## src/rtl/core/mmor_pkg.sv

```systemverilog
`default_nettype none

package mmor_pkg;

  // Default capacity of the sample memory.
  localparam int unsigned MAX_SAMPLES_DEF = 1024;

  // Entries in the queue between the front and the back.
  localparam int unsigned QUEUE_DEPTH_DEF = 4;

  // Reset value of the cutoff register, 6.0 in unsigned Q8.8.
  localparam logic [15:0] SIGMA_RESET = 16'd1536;

  typedef struct packed {
    logic signed [31:0] sample;
    logic               is_last;
  } in_t;

  typedef struct packed {
    logic signed [31:0] median;
    logic        [31:0] mad;
    logic        [10:0] kept_count;
  } out_t;

  // Classified item that travels from the front to the back.
  typedef struct packed {
    logic signed [31:0] sample;
    logic               is_last;
    logic               store;
  } cmd_t;

endpackage

`default_nettype wire

```

## src/rtl/core/mmor_front.sv

```systemverilog
`default_nettype none

module mmor_front #(
  parameter int unsigned MAX_SAMPLES = 1024
) (
  input  wire              clk,
  input  wire              rst,
  input  wire              in_valid,
  output logic             in_ready,
  input  mmor_pkg::in_t    in_data,
  output logic             cmd_valid,
  input  wire              cmd_ready,
  output mmor_pkg::cmd_t   cmd_data
);
  import mmor_pkg::*;

  localparam int unsigned CW = $clog2(MAX_SAMPLES + 1);

  logic [CW-1:0] fill;
  logic          store;
  logic          xfer;

  // A sample is kept only while the memory has room.
  assign store    = fill < CW'(MAX_SAMPLES);
  assign in_ready = cmd_ready;
  assign cmd_valid = in_valid;
  assign xfer     = in_valid && cmd_ready;

  always_comb begin
    cmd_data.sample  = in_data.sample;
    cmd_data.is_last = in_data.is_last;
    cmd_data.store   = store;
  end

  // Count the samples of the current set; a closing item starts a new set.
  always_ff @(posedge clk) begin
    if (rst) begin
      fill <= '0;
    end else if (xfer) begin
      if (in_data.is_last) begin
        fill <= '0;
      end else if (store) begin
        fill <= fill + 1'b1;
      end
    end
  end

endmodule

`default_nettype wire

```

## config.mk

```make
export PLATFORM = sky130hd
export DESIGN_NAME = mmor_front
export DESIGN_NICKNAME = d
export VERILOG_FILES = /design/src/rtl/core/mmor_pkg.sv /design/src/rtl/core/mmor_front.sv
export SDC_FILE = /design/constraint.sdc
export NUM_CORES = 1
export LEC_CHECK = 0
export BUFFER_PORTS_ARGS = -buffer_cell sky130_fd_sc_hd__buf_2
export CORE_MARGIN = 2
export CORE_UTILIZATION = 37
export DETAILED_ROUTE_END_ITERATION = 8
export GPL_TIMING_DRIVEN = 0
export PLACE_DENSITY = 0.8
export SETUP_SLACK_MARGIN = 0.05
export SLEW_MARGIN = 10
export SYNTH_ARGS = -nofsm -noshare
export SYNTH_HDL_FRONTEND = slang
export SYNTH_SLANG_ARGS = --single-unit
```

## constraint.sdc

```tcl
create_clock -name clk -period 1.75 [get_ports clk]
set_input_delay 0.2625 -clock clk [delete_from_list [all_inputs] [get_ports clk]]
set_output_delay 0.2625 -clock clk [all_outputs]
set_load 0.02 [all_outputs]
```

==> results.yml, run 1 <==
global_routing:
  first_pass_grt_wire_length_um: 2530
  antenna_found_initial: 0
  global_route.usage.total_pct: 13.1
  grt_overflow_total: 0
  grt_start_max_net_pins: 10
  number_of_global_route_vias_before_repair: 620
timing:
  hold_viol: 0
  slew_headroom_pct: 80.2
  setup_ws_ns: 0.307
  rsz0062_at_grt: "false"
  timing.final.crit_share_pct: 82.5
  tightestPinTransition_ns: 0.297
  clock.fmax_ghz: 0.693
  setup_total_negative_slack_ns: 0
  min_period_ns: 1.44
  final_setup_violations: 0
  timing.final.max_slew_violations: 0
  worst_clock_skew_ns: 0.00184
final_layout:
  largest_register_ffs: 11
  share_of_layout_cells_above_drive_strength_1_pct: 59.3
  largest_registers: "fill: 11 flops"
  final_nets: 179
  ant_cells: 0
  layout_commonest_cell: "buf_2"
  area_growth_syn_to_layout_pct: 32.1
  postLayoutCoreUtil_pct: 52.9
  max_flop_register: "fill"
  mostFrequentLayoutCells: "buf_2, buf_4, dfxtp_1, nand2_1, nor2_1"
clock_tree:
  cts_root_buf: "clkbuf_4"
  cts_hold_repair.buffers: 0
  cts_htree_levels: 1
  cts_tree: "built"
  cts-resized-gates: 0
  clk_path_buf_depth: 2
  clock_insertion_delay_worst_skew_ns: 0.28
  tritoncts.num_buffers: 3
  cts_setup_buffers: 0
  cts.sinks: 11
  clk_pin_slew_ns: 0.07
worst_setup_path:
  crit_fanout: 7
  setup_slack_of_the_most_critical_reg_to_reg_path_ns: 0.31
  worst_r2r_endpoint: "fill[6]"
  crit-reg2reg-launch: "fill[10]"
  critical_path_destination: "fill[6]"
  ff2ff_path_depth: 4
  worst_setup_path_start_kind: "register"
  cp_data_required_time_ns: 1.97
  signal_arrival_time_at_the_worst_endpoint_ns: 1.67
  worst_setup_path_end_kind: "register"
  critPathKind: "register to register"
  crit_start: "fill[10]"
floorplan:
  die-width_um: 50.8
  design.die.area_um2: 2580
  core-area_um2: 2020
  floorplan.die.height_um: 50.8
  site_row_count: 16
  initial_utilization_pct: 40.0
  floorplan.io_pins: 73
place:
  dp_worst_setup_slack_ns: 0.251
  portBuffers: 40
  gp_weighted_congestion: 0.726
  hpwl_um: 1400
pwr:
  max-vdd-ir-drop_mv: 0.335
  power_per_cell_area_nw_per_um2: 576
  p_leak_uw: 0.000533
detailed_routing:
  drt_iter0_drc: 10
  route.antenna.remaining_nets: 0
  dr_total_vias: 768
  drc: 0
  detail_route.first_pass.iterations: 4
  viasPerCell: 4.60
  drt_wl_total_um: 1740
  drt-wirelength-per-cell_um: 10.4
yosys:
  per_instance_average_area_after_synthesis_um2: 8.43
  synthCells: 96
  register_bit_count_reported_by_yosys: 11
  yosysUniqueCellTypes: 25
  synth-seq-area-share_pct: 27.2
  syn-cell-area_um2: 810
  synth_nets: 134
  yosys_warnings: 0
status:
  outcome: "complete, no violations"
flow_run:
  drv_cap: 0
worst_hold_path:
  worst_hold_path_type: "input port to register"
power by group:
| group | switching, uW | total, uW | internal, uW |
|---|---|---|---|
| clock | 92.2 | 181 | 88.5 |
| sequential | 2.14 | 254 | 252 |
| combinational | 90.5 | 181 | 90.5 |
| total | 185 | 616 | 431 |
critical path, cell delays in order, from the launching register on:
cell,delay (ns)
dfxtp_1,0.33
or2b_2,0.22
nand3_1,0.25
or4_1,0.53
nand2_1,0.07
per-layer routing:
metal / vias up / track usage, % / routed length, um
met3: 5 / 4.17 / 216
met2: 49 / 24.8 / 901
met5: - / 0 / 0
met1: 336 / 12.1 / 579
li1: 378 / - / -
met4: 0 / 7.21 / 37
kinds of logic (layout without fill, tap and decap cells):
logic type | count (synthesis) | in the layout | share of synthesized area [%]
buf+inv | 39 | 83 | 35.7
xor+xnor | 4 | 4 | 4.33
flops | 11 | 11 | 27.2
compound gates | 12 | 12 | 9.58
simple gates | 29 | 29 | 21.6
fa+ha+maj | 1 | 1 | 1.55
how the worst min path moves through the flow:
stage | start | end | slack [ns] | cells after the start
2_1_floorplan | rst | fill[1] | 0.33 | 1
3_3_place_gp | rst | fill[1] | 0.46 | 2
3_5_place_dp | rst | fill[1] | 0.48 | 2
4_1_cts | rst | fill[1] | 0.18 | 2
5_1_grt | rst | fill[1] | 0.18 | 2
6_report | rst | fill[1] | 0.19 | 2
area by class of cell:
type	instances	area [um2]
Fill cell	200	952
Clock buffer	4	26.3
Timing Repair Buffer	40	200
Tap cell	27	33.8
Sequential cell	11	220
Buffer	37	282
Inverter	2	7.51
Multi-Input combinational cell	46	300
stage by stage:
stage / hold WS (ns) / power, uW / cells / cell area [um2]
floorplan: 0.335 / 396 / 96 / 810
detailed placement: 0.475 / 443 / 163 / 1040
CTS: 0.181 / 621 / 167 / 1070
global route: 0.183 / 639 / 167 / 1070
finish: 0.189 / 616 / 167 / 1070
global placement: 0.456 / 440 / 163 / 1040
cells in the mapped netlist:
library cell / n / area [um2]
a32oi_1: 1 / 8.76
nor4_1: 1 / 6.26
buf_6: 1 / 11.3
and2_1: 1 / 6.26
nand4bb_4: 1 / 27.5
a21oi_1: 4 / 20.0
xor2_1: 3 / 26.3
dfxtp_1: 11 / 220
o21a_1: 1 / 7.51
nand2_1: 7 / 26.3
inv_1: 2 / 7.51
o21ai_0: 2 / 10.0
or4_1: 3 / 22.5
xnor2_1: 1 / 8.76
o211ai_1: 2 / 15.0
nand3_1: 3 / 15.0
o31a_1: 1 / 8.76
or3_1: 2 / 12.5
buf_4: 36 / 270
nor2_1: 6 / 22.5
ha_1: 1 / 12.5
or2b_2: 1 / 8.76
a21o_1: 1 / 7.51
nand4_1: 3 / 18.8
and2_4: 1 / 8.76
(Power assumes the default switching activity.)
==> inputs of run 2 (changes only) <==
==> constraint.sdc (replaced) <==
create_clock -name clk -period 1.33 [get_ports clk]
set_input_delay 0.1995 -clock clk [delete_from_list [all_inputs] [get_ports clk]]
set_output_delay 0.1995 -clock clk [all_outputs]
set_load 0.02 [all_outputs]
==> results.yml, run 2 (synthesized netlist as in run 1, its figures left out) <==
status:
  outcome: "complete, no violations"
flow_run:
  drv_cap: 0
pwr:
  seq_power_share_pct: 40.9
  power_report.internal_total_uw: 563
  switchingPower_uw: 247
  power_switching_share_pct: 30.5
  max-vdd-ir-drop_mv: 0.448
  clockPowerShare_pct: 29.3
  power_per_cell_area_nw_per_um2: 690
  report.power.total_uw: 809
  p_leak_uw: 0.000560
  power.combinational.fraction_pct: 29.9
final_layout:
  share_of_layout_cells_above_drive_strength_1_pct: 72.2
  finish.cell_count_without_fillers: 171
  area_growth_syn_to_layout_pct: 45.0
  final_nets: 183
  max_flop_register: "fill"
  largest_registers: "fill: 11 flops"
  largest_register_ffs: 11
  mostFrequentLayoutCells: "buf_4, buf_2, nand2_1, dfxtp_2, nor2_1"
  ant_cells: 0
floorplan:
  core-area_um2: 2020
  design.die.area_um2: 2580
  site_row_count: 16
  floorplan.io_pins: 73
  die-width_um: 50.8
  initial_utilization_pct: 40.0
  floorplan.die.height_um: 50.8
timing:
  clock.fmax_ghz: 0.802
  worst_clock_skew_ns: 0.000942
  final_setup_violations: 0
  slew_headroom_pct: 83.8
  tightestPinTransition_ns: 0.241
  hold_ws_ns: 0.111
  hold_viol: 0
  setup_total_negative_slack_ns: 0
  timing.final.max_slew_violations: 0
  rsz0062_at_grt: "true"
  timing.final.crit_share_pct: 93.8
  min_period_ns: 1.25
global_routing:
  number_of_global_route_vias_before_repair: 630
  grt_overflow_total: 0
  global_route.usage.total_pct: 13.7
  grtUsageMet3_pct: 4.46
  top_usage_layer: "met2"
  grt.met2_usage_pct: 26.1
  antenna_found_initial: 0
  grt_start_max_net_pins: 10
  first_pass_grt_wire_length_um: 2670
  met1_usage_grt_pct: 12.7
worst_setup_path:
  cp_cell_sequence: "nand3_4 > nand4bb_4 > or3_1 > a21oi_2"
  path_delay_family: "simple AND/OR/NAND/NOR gates"
  worst_setup_path_start_kind: "register"
  critical-path-slowest-cell: "dfxtp_2"
  crit_fanout: 4
  worst_setup_path_end_kind: "register"
  critPathKind: "register to register"
  ff2ff_path_depth: 4
  critical_path_depth: 4
  crit_path_max_incr_delay_ns: 0.38
  setup_slack_of_the_most_critical_reg_to_reg_path_ns: 0.08
  critical_path_destination: "fill[9]"
  cp_data_required_time_ns: 1.55
  worst_r2r_endpoint: "fill[9]"
  worstPathBufferInverterCount: 0
  crit-reg2reg-launch: "fill[4]"
  signal_arrival_time_at_the_worst_endpoint_ns: 1.46
  crit_start: "fill[4]"
place:
  gp_weighted_congestion: 0.726
  hpwl_um: 1400
  portBuffers: 40
  dp.cells: 163
detailed_routing:
  viasPerCell: 4.71
  drc: 0
  route.antenna.remaining_nets: 0
  dr_total_vias: 805
  drt_iter0_drc: 12
  drt-wirelength-per-cell_um: 11.3
  detail_route.first_pass.iterations: 2
  drt_wl_total_um: 1930
clock_tree:
  cts_tree: "built"
  cts.sinks: 11
  cts_hold_repair.buffers: 0
  tritoncts.num_buffers: 3
  cts_htree_levels: 1
  cts_root_buf: "clkbuf_4"
  clk_path_buf_depth: 2
  clock_insertion_delay_worst_skew_ns: 0.27
  clk_pin_slew_ns: 0.07
worst_hold_path:
  worst_hold_path_type: "input port to register"
-- run 2: area by class of cell --
type	count	area, um2
Inverter	2	7.51
Fill cell	184	848
Multi-Input combinational cell	46	354
Clock buffer	4	26.3
Buffer	37	282
Timing Repair Buffer	44	230
Tap cell	27	33.8
Sequential cell	11	240
-- run 2: per-stage QoR --
| step | worst slack (ns) | instance area (um2) | util [%] |
|---|---|---|---|
| 5_1_grt | 0.0380 | 1170 | 58.0 |
| 3_5_place_dp | -0.106 | 1040 | 51.6 |
| 4_1_cts | 0.0400 | 1100 | 54.5 |
| 6_report | 0.0828 | 1170 | 58.0 |
| 2_1_floorplan | 0.0518 | 810 | - |
| 3_3_place_gp | -0.0830 | 1040 | 51.6 |
-- run 2: worst min-delay path by stage --
stage	start	to	slack (ns)	cells after the start
floorplan	rst	fill[1]	0.27	1
global placement	rst	fill[1]	0.39	2
detailed placement	rst	fill[1]	0.41	2
CTS	rst	fill[1]	0.11	2
global route	rst	fill[1]	0.11	2
finish	rst	fill[1]	0.11	2
-- run 2: power groups by stage --
stage / Combinational, uW / Clock [uW] / Sequential, uW
after floorplan: 179 / 0 / 342
after global placement: 237 / 0 / 342
after detailed placement: 240 / 0 / 343
after CTS: 242 / 242 / 335
after global routing: 257 / 257 / 331
final: 242 / 237 / 331
-- run 2: timing repair --
action	CTS	global route
pin swaps	1	3
gates resized for setup	12	13
setup endpoints to repair	7	5
setup buffers	0	4
-- run 2: routing by layer --
layer,part of all wire (%),wire length (um)
met1,33,627
met2,54,1050
met3,11,215
met4,2.0,38
met5,0,0
==> inputs of run 3 (changes only) <==
--- a/config.mk
+++ b/config.mk
@@ -7,10 +7,10 @@
 export LEC_CHECK = 0
 export BUFFER_PORTS_ARGS = -buffer_cell sky130_fd_sc_hd__buf_2
 export CORE_MARGIN = 2
-export CORE_UTILIZATION = 37
+export CORE_UTILIZATION = 39
 export DETAILED_ROUTE_END_ITERATION = 8
 export GPL_TIMING_DRIVEN = 0
-export PLACE_DENSITY = 0.8
+export PLACE_DENSITY = 0.83
 export SETUP_SLACK_MARGIN = 0.05
 export SLEW_MARGIN = 10
 export SYNTH_ARGS = -nofsm -noshare
==> constraint.sdc (replaced) <==
create_clock -name clk -period 1.5 [get_ports clk]
set_input_delay 0.225 -clock clk [delete_from_list [all_inputs] [get_ports clk]]
set_output_delay 0.225 -clock clk [all_outputs]
set_load 0.02 [all_outputs]
==> results.yml, run 3 (synthesized netlist as in run 1, its figures left out) <==
clock_tree:
  clk_path_buf_depth: 2
  cts_hold_repair.buffers: 0
  clock_insertion_delay_worst_skew_ns: 0.26
  tritoncts.num_buffers: 3
  clk_pin_slew_ns: 0.07
  cts_htree_levels: 1
  cts_root_buf: "clkbuf_4"
  cts_tree: "built"
  cts.sinks: 11
timing:
  clock.fmax_ghz: 0.725
  tightestPinTransition_ns: 0.278
  setup_total_negative_slack_ns: 0
  hold_ws_ns: 0.154
  timing.final.crit_share_pct: 92.0
  slew_headroom_pct: 81.5
  rsz0062_at_grt: "false"
  hold_viol: 0
  final_setup_violations: 0
  worst_clock_skew_ns: 0.000289
  timing.final.max_slew_violations: 0
  min_period_ns: 1.38
pwr:
  p_leak_uw: 0.000533
  power_per_cell_area_nw_per_um2: 655
  power_report.internal_total_uw: 503
  power.combinational.fraction_pct: 30.0
  max-vdd-ir-drop_mv: 0.384
  switchingPower_uw: 205
  power_switching_share_pct: 28.9
  seq_power_share_pct: 42.0
  clockPowerShare_pct: 28.0
global_routing:
  global_route.usage.total_pct: 12.7
  grt_start_max_net_pins: 10
  top_usage_layer: "met2"
  first_pass_grt_wire_length_um: 2530
  grtUsageMet3_pct: 4.55
  grt_overflow_total: 0
  grt.met2_usage_pct: 24.7
  antenna_found_initial: 0
  number_of_global_route_vias_before_repair: 612
  met1_usage_grt_pct: 13.3
final_layout:
  ant_cells: 0
  area_growth_syn_to_layout_pct: 33.4
  layout_commonest_cell: "buf_2"
  largest_registers: "fill: 11 flops"
  fin_area_um2: 1080
  share_of_layout_cells_above_drive_strength_1_pct: 60.7
  largest_register_ffs: 11
  mostFrequentLayoutCells: "buf_2, buf_4, dfxtp_1, nand2_1, nor2_1"
  max_flop_register: "fill"
  final_nets: 179
  finish.cell_count_without_fillers: 167
place:
  hpwl_um: 1450
  gp_weighted_congestion: 0.786
  dp.cells: 163
  portBuffers: 40
  post_place_cell_area_um2: 1040
detailed_routing:
  drt_wl_total_um: 1730
  detail_route.first_pass.iterations: 3
  viasPerCell: 4.49
  drt_iter0_drc: 5
  drc: 0
  dr_total_vias: 749
  route.antenna.remaining_nets: 0
  drt-wirelength-per-cell_um: 10.3
floorplan:
  floorplan.die.height_um: 49.6
  core-area_um2: 1960
  initial_utilization_pct: 41.3
  site_row_count: 16
  floorplan.io_pins: 73
  die-width_um: 49.6
  design.die.area_um2: 2460
status:
  outcome: "complete, no violations"
worst_setup_path:
  crit_fanout: 5
  worst_setup_path_start_kind: "register"
  cp_data_required_time_ns: 1.69
  worst_setup_path_end_kind: "register"
  crit_start: "fill[3]"
  critPathKind: "register to register"
  crit-reg2reg-launch: "fill[3]"
  ff2ff_path_depth: 4
  critical_path_destination: "fill[9]"
  setup_slack_of_the_most_critical_reg_to_reg_path_ns: 0.12
  worst_r2r_endpoint: "fill[9]"
  signal_arrival_time_at_the_worst_endpoint_ns: 1.57
flow_run:
  drv_cap: 0
worst_hold_path:
  worst_hold_path_type: "input port to register"
run 3: worst max-delay path: stages, from the launching register on:
cell and delay (ns):
dfxtp_1 0.43, nand3_2 0.14, nand4bb_4 0.28, or3_1 0.33
a21oi_1 0.14
run 3: cell type report:
cell class	count	area (um2)
Timing Repair Buffer	40	200
Clock buffer	4	26.3
Fill cell	204	882
Multi-Input combinational cell	46	310
Sequential cell	11	220
Buffer	37	282
Inverter	2	7.51
Tap cell	27	33.8
run 3: power by group through the flow:
stage          sequential (uW)  combinational, uW  clock [uW]
6_report                   297                212         198
5_1_grt                    297                226         215
4_1_cts                    297                214         201
3_5_place_dp               304                214           0
3_3_place_gp               303                210           0
2_1_floorplan              303                159           0
run 3: worst min-delay path by stage:
| stage | start | to | depth (start not counted) | slack (ns) |
|---|---|---|---|---|
| after floorplan | rst | fill[1] | 1 | 0.30 |
| after detailed placement | rst | fill[1] | 2 | 0.43 |
| after CTS | rst | fill[1] | 2 | 0.15 |
| after global routing | rst | fill[1] | 2 | 0.15 |
| final | rst | fill[1] | 2 | 0.15 |
| after global placement | rst | fill[1] | 2 | 0.42 |
run 3: per-layer routing:
layer / wire length (um) / vias up / share of wire, %
li1: - / 379 / -
met1: 593 / 326 / 34
met2: 904 / 44 / 52
met3: 228 / 0 / 13
met4: 0 / 0 / 0
met5: 0 / - / 0
run 3: timing repair:
| action | 4_1_cts | 5_1_grt |
|---|---|---|
| setup buffers | 0 | 0 |
| resized for setup | 0 | 2 |
| setup endpoints to repair | 0 | 5 |
run 3: per-stage QoR:
step | utilization (%) | total power [uW] | worst slack, ns
CTS | 54.5 | 712 | 0.0586
finish | 55.0 | 707 | 0.121
global placement | 53.2 | 514 | 0.0631
global route | 55.0 | 738 | 0.0554
detailed placement | 53.2 | 518 | 0.0426
floorplan | - | 462 | 0.218
