==> src/rtl/core/mmor_pkg.sv <==
`default_nettype none

package mmor_pkg;

  // Default capacity of the sample memory.
  localparam int unsigned MAX_SAMPLES_DEF = 1024;

  // Entries in the queue between the front and the back.
  localparam int unsigned QUEUE_DEPTH_DEF = 4;

  // Reset value of the cutoff register, 6.0 in unsigned Q8.8.
  localparam logic [15:0] SIGMA_RESET = 16'd1536;

  typedef struct packed {
    logic signed [31:0] sample;
    logic               is_last;
  } in_t;

  typedef struct packed {
    logic signed [31:0] median;
    logic        [31:0] mad;
    logic        [10:0] kept_count;
  } out_t;

  // Classified item that travels from the front to the back.
  typedef struct packed {
    logic signed [31:0] sample;
    logic               is_last;
    logic               store;
  } cmd_t;

endpackage

`default_nettype wire

==> src/rtl/core/mmor_queue.sv <==
`default_nettype none

module mmor_queue #(
  parameter int unsigned DEPTH = 4
) (
  input  wire             clk,
  input  wire             rst,
  input  wire             push_valid,
  output logic            push_ready,
  input  mmor_pkg::cmd_t  push_data,
  output logic            pop_valid,
  input  wire             pop_ready,
  output mmor_pkg::cmd_t  pop_data
);
  import mmor_pkg::*;

  localparam int unsigned PW = (DEPTH > 1) ? $clog2(DEPTH) : 1;

  cmd_t          slots [DEPTH];
  logic [PW-1:0] wptr;
  logic [PW-1:0] rptr;
  logic [PW:0]   level;
  logic          do_push;
  logic          do_pop;

  assign push_ready = level < (PW+1)'(DEPTH);
  assign pop_valid  = level != '0;
  assign pop_data   = slots[rptr];
  assign do_push    = push_valid && push_ready;
  assign do_pop     = pop_valid && pop_ready;

  // Entry storage.
  always_ff @(posedge clk) begin
    if (do_push) begin
      slots[wptr] <= push_data;
    end
  end

  // Pointers wrap at the depth.
  always_ff @(posedge clk) begin
    if (rst) begin
      wptr  <= '0;
      rptr  <= '0;
      level <= '0;
    end else begin
      if (do_push) begin
        wptr <= (wptr == PW'(DEPTH - 1)) ? '0 : wptr + 1'b1;
      end
      if (do_pop) begin
        rptr <= (rptr == PW'(DEPTH - 1)) ? '0 : rptr + 1'b1;
      end
      level <= level + (PW+1)'(do_push) - (PW+1)'(do_pop);
    end
  end

`ifndef NO_ASSERTIONS
  a_level_bound: assert property (@(posedge clk) disable iff (rst)
    level <= (PW+1)'(DEPTH))
    else $error("queue level beyond depth");
`endif

endmodule

`default_nettype wire

==> config.mk <==
export PLATFORM = sky130hd
export DESIGN_NAME = mmor_queue
export DESIGN_NICKNAME = d
export VERILOG_FILES = /design/src/rtl/core/mmor_pkg.sv /design/src/rtl/core/mmor_queue.sv
export SDC_FILE = /design/constraint.sdc
export NUM_CORES = 1
export LEC_CHECK = 0
export BUFFER_PORTS_ARGS = -buffer_cell sky130_fd_sc_hd__buf_4
export CORE_MARGIN = 3
export CORE_UTILIZATION = 50
export CTS_CLUSTER_SIZE = 28
export DETAILED_ROUTE_END_ITERATION = 10
export GPL_TIMING_DRIVEN = 0
export MAX_ROUTING_LAYER = met4
export PLACE_DENSITY = 0.78
export SYNTH_ARGS = -nofsm -noshare
export SYNTH_HDL_FRONTEND = slang
export SYNTH_SLANG_ARGS = --single-unit
==> constraint.sdc <==
create_clock -name clk -period 2.8 [get_ports clk]
set_clock_uncertainty 0.15 [all_clocks]
set_input_delay 0.42 -clock clk [delete_from_list [all_inputs] [get_ports clk]]
set_output_delay 0.42 -clock clk [all_outputs]
set_load 0.02 [all_outputs]
==> results of run 1 <==
==> registers in the layout (all words and copies together) (netlist names), named ones only <==
| signal | cells |
|---|---|
| level | 3 |
| slots | 136 |
| wptr | 2 |
| rptr | 2 |
==> cell type report <==
type,count,area share [%]
buffer,9,1.319
clock buffer,18,5.876
clock inverter,12,1.355
inverter,8,0.4222
multi-input combinational,64,14.71
sequential,145,59.96
tap,136,2.393
timing repair buffer,112,13.97
==> worst paths after layout <==
kind	to	startpoint	cells past startpoint	slack [ns]
min reg2reg	rptr[0]$_SDFFE_PP0N_	rptr[0]$_SDFFE_PP0N_	2	0.36
min	rptr[0]$_SDFFE_PP0N_	pop_ready	4	0.12
max	pop_data[4]	flip-flop	4	0.23
max reg2reg	level[2]$_SDFF_PP0_	level[2]$_SDFF_PP0_	10	0.43
==> Yosys cell counts <==
master	instances	area, µm²
mux4_1	4	105.1
xnor2_1	2	17.52
fa_1	1	20.02
and2_1	4	25.02
buf_2	3	15.01
edfxtp_1	136	4084
nor2_1	5	18.77
inv_1	8	30.03
a21oi_1	1	5.000
mux4_2	30	675.7
nor2b_1	3	18.77
mux2i_1	3	30.03
dfxtp_1	9	180.2
buf_6	1	11.26
clkbuf_1	2	7.510
o31ai_4	1	21.27
buf_12	3	60.06
nand2_1	1	3.750
ha_1	7	87.58
or3_1	2	12.51
==> per-stage QoR <==
stage	area (µm²)	TNS, ns	setup WS, ns
2_1_floorplan	5429	0	0.5551
3_3_place_gp	6147	-13.96	-0.1160
3_5_place_dp	6247	0	0.3032
4_1_cts	7112	0	0.1537
5_1_grt	7112	0	0.08284
6_report	7112	0	0.2277
==> per-layer routing <==
| metal | share of wire (%) | global-route usage (%) | up-vias |
|---|---|---|---|
| met3 | 4.3 | 4.718 | 10 |
| met2 | 54 | 29.72 | 71 |
| met1 | 41 | 21.42 | 1358 |
| met5 | 0 | - | - |
| met4 | 1.3 | 7.916 | 0 |
| li1 | - | - | 1196 |
==> power groups by stage <==
stage | logic (mW) | clock network (mW) | registers (mW)
4_1_cts | 1.55 | 1.99 | 2.66
5_1_grt | 1.65 | 2.09 | 2.68
3_3_place_gp | 1.43 | 0 | 2.70
6_report | 1.51 | 1.95 | 2.66
3_5_place_dp | 1.51 | 0 | 2.71
2_1_floorplan | 0.947 | 0 | 2.69
==> cell families (layout without fill, tap and decap cells) <==
kind of cell / Yosys count / after routing / share of synthesized area [%]
XOR/XNOR: 2 / 2 / 0.3227
AND/OR/NAND/NOR: 15 / 15 / 1.452
AO/OA/AOI/OAI: 2 / 2 / 0.4839
multiplexers: 37 / 37 / 14.93
flip-flops: 145 / 145 / 78.54
buffers and inverters: 17 / 159 / 2.282
adder cells (fa/ha/maj): 8 / 8 / 1.982
==> worst register-to-register path, delay by kind of cell, from the launching register on <==
family | cells | cell delay, ns
xor+xnor | 2 | 0.34
buf+inv | 3 | 0.39
fa+ha+maj | 3 | 0.84
simple gates | 2 | 0.18
flops | 1 | 0.37
==> repair_timing <==
action / 4_1_cts / 5_1_grt
hold buffers: 35 / 0
hold endpoints to repair: 145 / 0
resized for setup: 0 / 0
==> flow_metrics.tcl, run 1 <==
set metrics [dict create \
    status "finished clean" \
    ant_nets 0 \
    multi_input_area_mm2 0.001046 \
    critical_path_arrival_ns 2.00 \
    crit_fanout 10 \
    dp_hpwl_mm 5.918 \
    path_delay_family "buffers and inverters" \
    drcViolationCount 0 \
    cts_root_buffer "clkbuf_8" \
    netlist_area_mm2 0.005429 \
    fin_crit_ns 2.572 \
    antenna_found_initial 0 \
    layoutNonFillerInstCount 504 \
    vdd_ir_drop_max_mv 0.4382 \
    p_sw_mw 1.617 \
    post-route-util_pct 67.97 \
    rsz0062_at_grt "no" \
    dieArea_mm2 0.01214 \
    dp.cells 439 \
    nets 403 \
    grt_pass1_vias 2844 \
    h-tree-depth 4 \
    initial_utilization_pct 51.89 \
    cts_num_sinks 145 \
    hold-worst-slack_ns 0.1228 \
    gp_congestion 0.6643 \
    critPathRequiredTime_ns 2.23 \
    wl_per_cell_um 18.95 \
    drtIter0Drc 126 \
    path_buf_inv 3 \
    worstHoldPathType "in2reg" \
    die_w_um 110.2 \
    p_total_mw 6.126 \
    fp.coreArea_mm2 0.01046 \
    routed_via_density 5.228 \
    netlist_instances 226 \
    port_buffers 73 \
    grt_pass1_wl_mm 14.96 \
    comb_power_share_pct 24.7 \
    post_cts_buffers 0 \
    areaGrowthSynthToFinish_pct 31.00 \
    mostFrequentLayoutCells "edfxtp_1, buf_4, dlygate4sd3_1" \
    cts_buffers 17 \
    max_stage_delay_ns 0.37 \
    relSlewSlack_pct 66.18 \
    die_h_um 110.2 \
    ys_seq_elements 145 \
    cts_max_path_buffers 2 \
    drive_gt1_share_pct 39.67 \
    seqCellArea_mm2 0.004264 \
    switching_share_pct 26.40 \
    core.rowCount 37 \
    grt_max_degree 35 \
    slew_violations 0 \
    seq_area_frac_synth_pct 78.54 \
    p_seq_share_pct 43.5 \
    setup_viol 0 \
    clock_latency_ns 0.51 \
    drv_cap 0 \
    layout_commonest_cell "edfxtp_1" \
    avgSynthCellArea_um2 24.02 \
    cpMaxStageDelayCell "mux4_2" \
    grtUsageTotal_pct 18.14 \
    powerDensity_mw_per_mm2 861.4 \
    grt_remaining_overflow 0 \
    routed_wl_mm 9.549 \
    clockPowerShare_pct 31.8 \
    path_clk_slew_ns 0.06 \
    p_int_mw 4.509 \
    yosys_warnings 0 \
    synth.distinct_cells 20 \
    nFillCells 701 \
    path_class "reg2out" \
    num_vias 2635 \
    start_kind "flip-flop" \
    path_cells "clkbuf_1, buf_2, mux4_2, buf_4" \
    synth_nets 272 \
    p_leak_nw 2.495 \
    ios 74 \
    tightest_slew_ns 0.5072 \
    fmax_ghz 0.3888 \
    end_kind "output pin" \
    dr.pass1.iters 4 \
    cts_tree "done" \
    diodes 0 \
    hold_viol 0 \
    final.period_utilization_pct 91.87 \
]
(Power assumes the default switching activity.)
==> run 2: changes to the inputs <==
--- a/config.mk
+++ b/config.mk
@@ -6,13 +6,14 @@
 export NUM_CORES = 1
 export LEC_CHECK = 0
 export BUFFER_PORTS_ARGS = -buffer_cell sky130_fd_sc_hd__buf_4
+export CELL_PAD_IN_SITES_DETAIL_PLACEMENT = 0
+export CELL_PAD_IN_SITES_GLOBAL_PLACEMENT = 1
 export CORE_MARGIN = 3
 export CORE_UTILIZATION = 50
-export CTS_CLUSTER_SIZE = 28
 export DETAILED_ROUTE_END_ITERATION = 10
 export GPL_TIMING_DRIVEN = 0
 export MAX_ROUTING_LAYER = met4
-export PLACE_DENSITY = 0.78
+export PLACE_DENSITY = 0.86
 export SYNTH_ARGS = -nofsm -noshare
 export SYNTH_HDL_FRONTEND = slang
 export SYNTH_SLANG_ARGS = --single-unit
==> run 2 against run 1 <==
Net effect:
- critical path type unchanged
- global-route usage fell by 0.70 points
- combinational power barely moved
- cell area rose by 2.0%
- highest routed layer unchanged
- largest cell class unchanged
- clock power rose by 29%
- sequential power barely moved
- non-clock buffer count did not move
- worst setup slack improved by 0.024 ns
- sequential share of layout area fell by 1.1 points
- first-iteration DRC count fell by 0.79%
- register-to-register slack improved by 0.04 ns
==> flow_metrics.tcl, run 2 (synthesis results as in run 1) <==
set metrics [dict create \
    hold_path.startpoint "pop_ready" \
    dp.cells 439 \
    grt_max_degree 26 \
    start_kind "flip-flop" \
    cts_max_path_buffers 2 \
    ant_nets 0 \
    routed_wl_mm 9.364 \
    gp_congestion 0.6772 \
    critical_path_arrival_ns 1.98 \
    fp.coreArea_mm2 0.01046 \
    grt_pass1_wl_mm 14.66 \
    crit_fanout 10 \
    r2r_setup_slack_ns 0.47 \
    cts_num_sinks 145 \
    core.rowCount 37 \
    path_class "reg2out" \
    hold_end "rptr[0]$_SDFFE_PP0N_" \
    drtIter0Drc 125 \
    r2r_end "level[2]$_SDFF_PP0_" \
    rr_worst_depth 10 \
    cts_tree "done" \
    critPathRequiredTime_ns 2.23 \
    dieArea_mm2 0.01214 \
    ios 74 \
    areaGrowthSynthToFinish_pct 33.56 \
    post_cts_resized 0 \
    largest_register_ffs 136 \
    die_w_um 110.2 \
    initial_utilization_pct 51.89 \
    final.period_utilization_pct 91.00 \
    relSlewSlack_pct 65.95 \
    setup_viol 0 \
    drcViolationCount 0 \
    mostFrequentLayoutCells "edfxtp_1, buf_4, dlygate4sd3_1" \
    antenna_found_initial 0 \
    vdd_ir_drop_max_mv 0.4201 \
    dr.pass1.iters 4 \
    layout_commonest_cell "edfxtp_1" \
    dp_hpwl_mm 5.610 \
    cts_buffers 17 \
    top_register "slots" \
    status "finished clean" \
    final_area_mm2 0.007251 \
    slew_violations 0 \
    r2r_start "level[2]$_SDFF_PP0_" \
    tightest_slew_ns 0.5107 \
    end_kind "output pin" \
    rsz0062_at_grt "no" \
    hold_viol 0 \
    h-tree-depth 4 \
    fin_crit_ns 2.548 \
    grtUsageTotal_pct 17.44 \
    placed_area_mm2 0.006240 \
    powerDensity_mw_per_mm2 919.9 \
    diodes 0 \
    grt_remaining_overflow 0 \
    path_clk_slew_ns 0.06 \
    clock_latency_ns 0.51 \
    port_buffers 73 \
    largest_registers "slots: 136 flops, level: 3 flops" \
    routed_via_density 5.160 \
    hold_depth 4 \
    num_vias 2611 \
    worstHoldPathType "in2reg" \
    hold-worst-slack_ns 0.1233 \
    drive_gt1_share_pct 39.46 \
    die_h_um 110.2 \
    post_cts_buffers 0 \
    p_leak_nw 2.567 \
    fmax_ghz 0.3925 \
    hold_buffers 35 \
    grt_pass1_vias 2864 \
    layoutNonFillerInstCount 506 \
    cts_root_buffer "clkbuf_8" \
    nets 403 \
    wl_per_cell_um 18.51 \
    drv_cap 0 \
]
==> run 2: changes by cell type in the layout (fill, tap and decap cells not counted), sizes merged <==
cell      change
bufinv        +6
clkbuf        +1
clkinv        -2
clkinvlp      -3
==> run 2: stage by stage <==
stage	utilization (%)	setup TNS (ns)	setup slack (ns)	total power [mW]
4_1_cts	69.30	0	0.1913	6.756
3_5_place_dp	59.64	0	0.3198	4.196
2_1_floorplan	-	0	0.5551	3.636
3_3_place_gp	58.75	-19.19	-0.1580	4.143
5_1_grt	69.30	0	0.1064	6.950
6_report	69.30	0	0.2520	6.670
==> run 2: cell type report <==
| cell class | count | area [µm²] |
|---|---|---|
| flip-flops and latches | 145 | 4264 |
| fillers | 696 | 3212 |
| multi-input cells | 64 | 1046 |
| clock inverters | 13 | 239.0 |
| inverters | 8 | 30.03 |
| plain buffers | 9 | 93.84 |
| clock buffers | 19 | 421.7 |
| repair buffers | 112 | 985.9 |
| well taps | 136 | 170.2 |
==> run 2: routing by layer <==
layer | track usage [%] | wire length (µm)
met5 | - | 0
met3 | 4.019 | 483
met1 | 20.79 | 3883
met2 | 28.77 | 4839
met4 | 7.564 | 157
==> run 2: worst max-delay path by stage <==
stage                        endpoint  slack, ns  cells past startpoint
2_1_floorplan     level[2]$_SDFF_PP0_       0.56                     10
3_3_place_gp   slots[2][16]$_DFFE_PP_      -0.16                      4
3_5_place_dp      level[2]$_SDFF_PP0_       0.32                     11
4_1_cts                  pop_data[30]       0.19                      4
5_1_grt                  pop_data[30]       0.11                      4
6_report                 pop_data[30]       0.25                      4
==> run 2: critical path, stage by stage, from the launching register on <==
cell	delay, ns
dfxtp_1	0.30
clkbuf_1	0.28
buf_2	0.33
mux4_2	0.38
buf_4	0.18
==> run 2: where the power goes <==
part           internal, mW  leakage [nW]  switching [mW]
Sequential             2.59          1.32          0.0680
Clock                  1.70         0.318           0.805
Combinational         0.758         0.931           0.743
==> run 3: changes to the inputs <==
--- a/config.mk
+++ b/config.mk
@@ -12,6 +12,7 @@
 export CORE_UTILIZATION = 50
 export DETAILED_ROUTE_END_ITERATION = 10
 export GPL_TIMING_DRIVEN = 0
+export HOLD_SLACK_MARGIN = 0.1
 export MAX_ROUTING_LAYER = met4
 export PLACE_DENSITY = 0.86
 export SYNTH_ARGS = -nofsm -noshare
==> constraint.sdc (replaced) <==
create_clock -name clk -period 2.6 [get_ports clk]
set_clock_uncertainty 0.15 [all_clocks]
set_input_delay 0.39 -clock clk [delete_from_list [all_inputs] [get_ports clk]]
set_output_delay 0.39 -clock clk [all_outputs]
set_load 0.02 [all_outputs]
==> run 3 against run 2 <==
Net effect:
- die area unchanged
- register-to-register slack lost 0.20 ns
- utilization grew 0.18 points
- first-iteration DRC count fell by 14%
- clock-buffer cell count stayed put
- hold slack improved by 0.23 ns
- largest cell class unchanged
- largest power group unchanged
==> flow_metrics.tcl, run 3 (synthesis results as in run 1) <==
set metrics [dict create \
    status "finished clean" \
    p_total_mw 7.186 \
    die_w_um 110.2 \
    rr_worst_depth 10 \
    slew_violations 0 \
    routed_wl_mm 9.324 \
    drcViolationCount 0 \
    end_kind "output pin" \
    top_register "slots" \
    dp_hpwl_mm 5.610 \
    ant_nets 0 \
    grt_pass1_vias 2871 \
    port_buffers 73 \
    wl_per_cell_um 18.39 \
    areaGrowthSynthToFinish_pct 33.90 \
    mostFrequentLayoutCells "edfxtp_1, buf_4, dlygate4sd3_1" \
    cts_max_path_buffers 2 \
    antenna_found_initial 0 \
    r2r_setup_slack_ns 0.27 \
    hold_viol 0 \
    tightest_slew_ns 0.5120 \
    initial_utilization_pct 51.89 \
    grtUsageTotal_pct 17.46 \
    layout_commonest_cell "edfxtp_1" \
    dieArea_mm2 0.01214 \
    largest_register_ffs 136 \
    cts_tree "done" \
    drive_gt1_share_pct 39.62 \
    powerDensity_mw_per_mm2 988.5 \
    path_class "reg2out" \
    dr.pass1.iters 4 \
    path_clk_slew_ns 0.06 \
    drtIter0Drc 108 \
    drv_cap 0 \
    crit_path_end "pop_data[30]" \
    grt_max_degree 26 \
    r2r_start "level[2]$_SDFF_PP0_" \
    nets 404 \
    fin_crit_ns 2.431 \
    final_area_mm2 0.007269 \
    largest_registers "slots: 136 flops, level: 3 flops" \
    fmax_ghz 0.4114 \
    num_vias 2619 \
    vdd_ir_drop_max_mv 0.4524 \
    die_h_um 110.2 \
    relSlewSlack_pct 65.86 \
    crit_fanout 10 \
    p_leak_nw 2.573 \
    ios 74 \
    fp.coreArea_mm2 0.01046 \
    grt_pass1_wl_mm 14.68 \
    rsz0062_at_grt "no" \
    post_cts_buffers 0 \
    routed_via_density 5.166 \
    final.period_utilization_pct 93.48 \
    start_kind "flip-flop" \
    clock_latency_ns 0.51 \
    r2r_end "level[2]$_SDFF_PP0_" \
    diodes 0 \
    critPathRequiredTime_ns 2.06 \
    cts_root_buffer "clkbuf_8" \
    placed_area_mm2 0.006240 \
    core.rowCount 37 \
    critical_path_arrival_ns 1.89 \
    h-tree-depth 4 \
    hold-worst-slack_ns 0.3557 \
    cts_num_sinks 145 \
    gp_congestion 0.6772 \
    cts_buffers 17 \
    worstHoldPathType "reg2reg" \
    grt_remaining_overflow 0 \
    setup_viol 0 \
    post-route-util_pct 69.48 \
]
-- run 3: changes by cell type in the layout (fill, tap and decap cells not counted), sizes merged --
cell,delta
buf,-3
clkbuf,+3
dlygate4sd3,+1
-- run 3: layout make-up --
type                    count  area [µm²]
inverters                   8       30.03
repair buffers            113       996.0
multi-input cells          64        1046
well taps                 136       170.2
clock inverters            13       239.0
plain buffers               9       102.6
flip-flops and latches    145        4264
clock buffers              19       421.7
fillers                   694        3193
-- run 3: what timing repair did --
action                                 CTS  global route
setup endpoints to repair                0            25
resized for setup                        0             5
endpoints found under the hold margin  145             0
hold buffers                            36             0
-- run 3: per-layer routing --
metal | GRT usage [%] | wire length (µm) | vias up
li1 | - | - | 1203
met1 | 20.76 | 3843 | 1322
met2 | 28.86 | 4886 | 82
met3 | 4.019 | 494 | 12
met4 | 7.564 | 100 | 0
met5 | - | 0 | -
-- run 3: worst min-delay path by stage --
stage	startpoint	to	slack, ns	cells past startpoint
3_3_place_gp	rptr[0]$_SDFFE_PP0N_	rptr[0]$_SDFFE_PP0N_	0.32	2
2_1_floorplan	rptr[0]$_SDFFE_PP0N_	flip-flop	0.31	2
6_report	rptr[0]$_SDFFE_PP0N_	rptr[0]$_SDFFE_PP0N_	0.36	2
4_1_cts	push_valid	wptr[1]$_SDFFE_PP0P_	0.36	5
5_1_grt	push_valid	wptr[0]$_SDFFE_PP0P_	0.39	5
3_5_place_dp	rptr[0]$_SDFFE_PP0N_	rptr[0]$_SDFFE_PP0N_	0.34	2
-- run 3: report_power, final --
part / total (mW) / internal (mW) / switching (mW) / leakage [nW]
Combinational: 1.62 / 0.821 / 0.800 / 0.937
Sequential: 2.86 / 2.79 / 0.0730 / 1.32
Clock: 2.70 / 1.83 / 0.865 / 0.318
-- run 3: through the flow --
step / setup WS [ns] / setup TNS, ns / instances
floorplan: 0.3851 / 0 / 226
global placement: -0.3280 / -42.31 / 435
detailed placement: 0.1498 / 0 / 439
CTS: 0.02134 / 0 / 507
global route: 0.07723 / 0 / 507
finish: 0.1694 / 0 / 507
-- run 3: critical path, stage by stage, from the launching register on --
cell and delay, ns:
dfxtp_1 0.33, buf_6 0.17, buf_12 0.16, mux4_2 0.53
buf_4 0.18
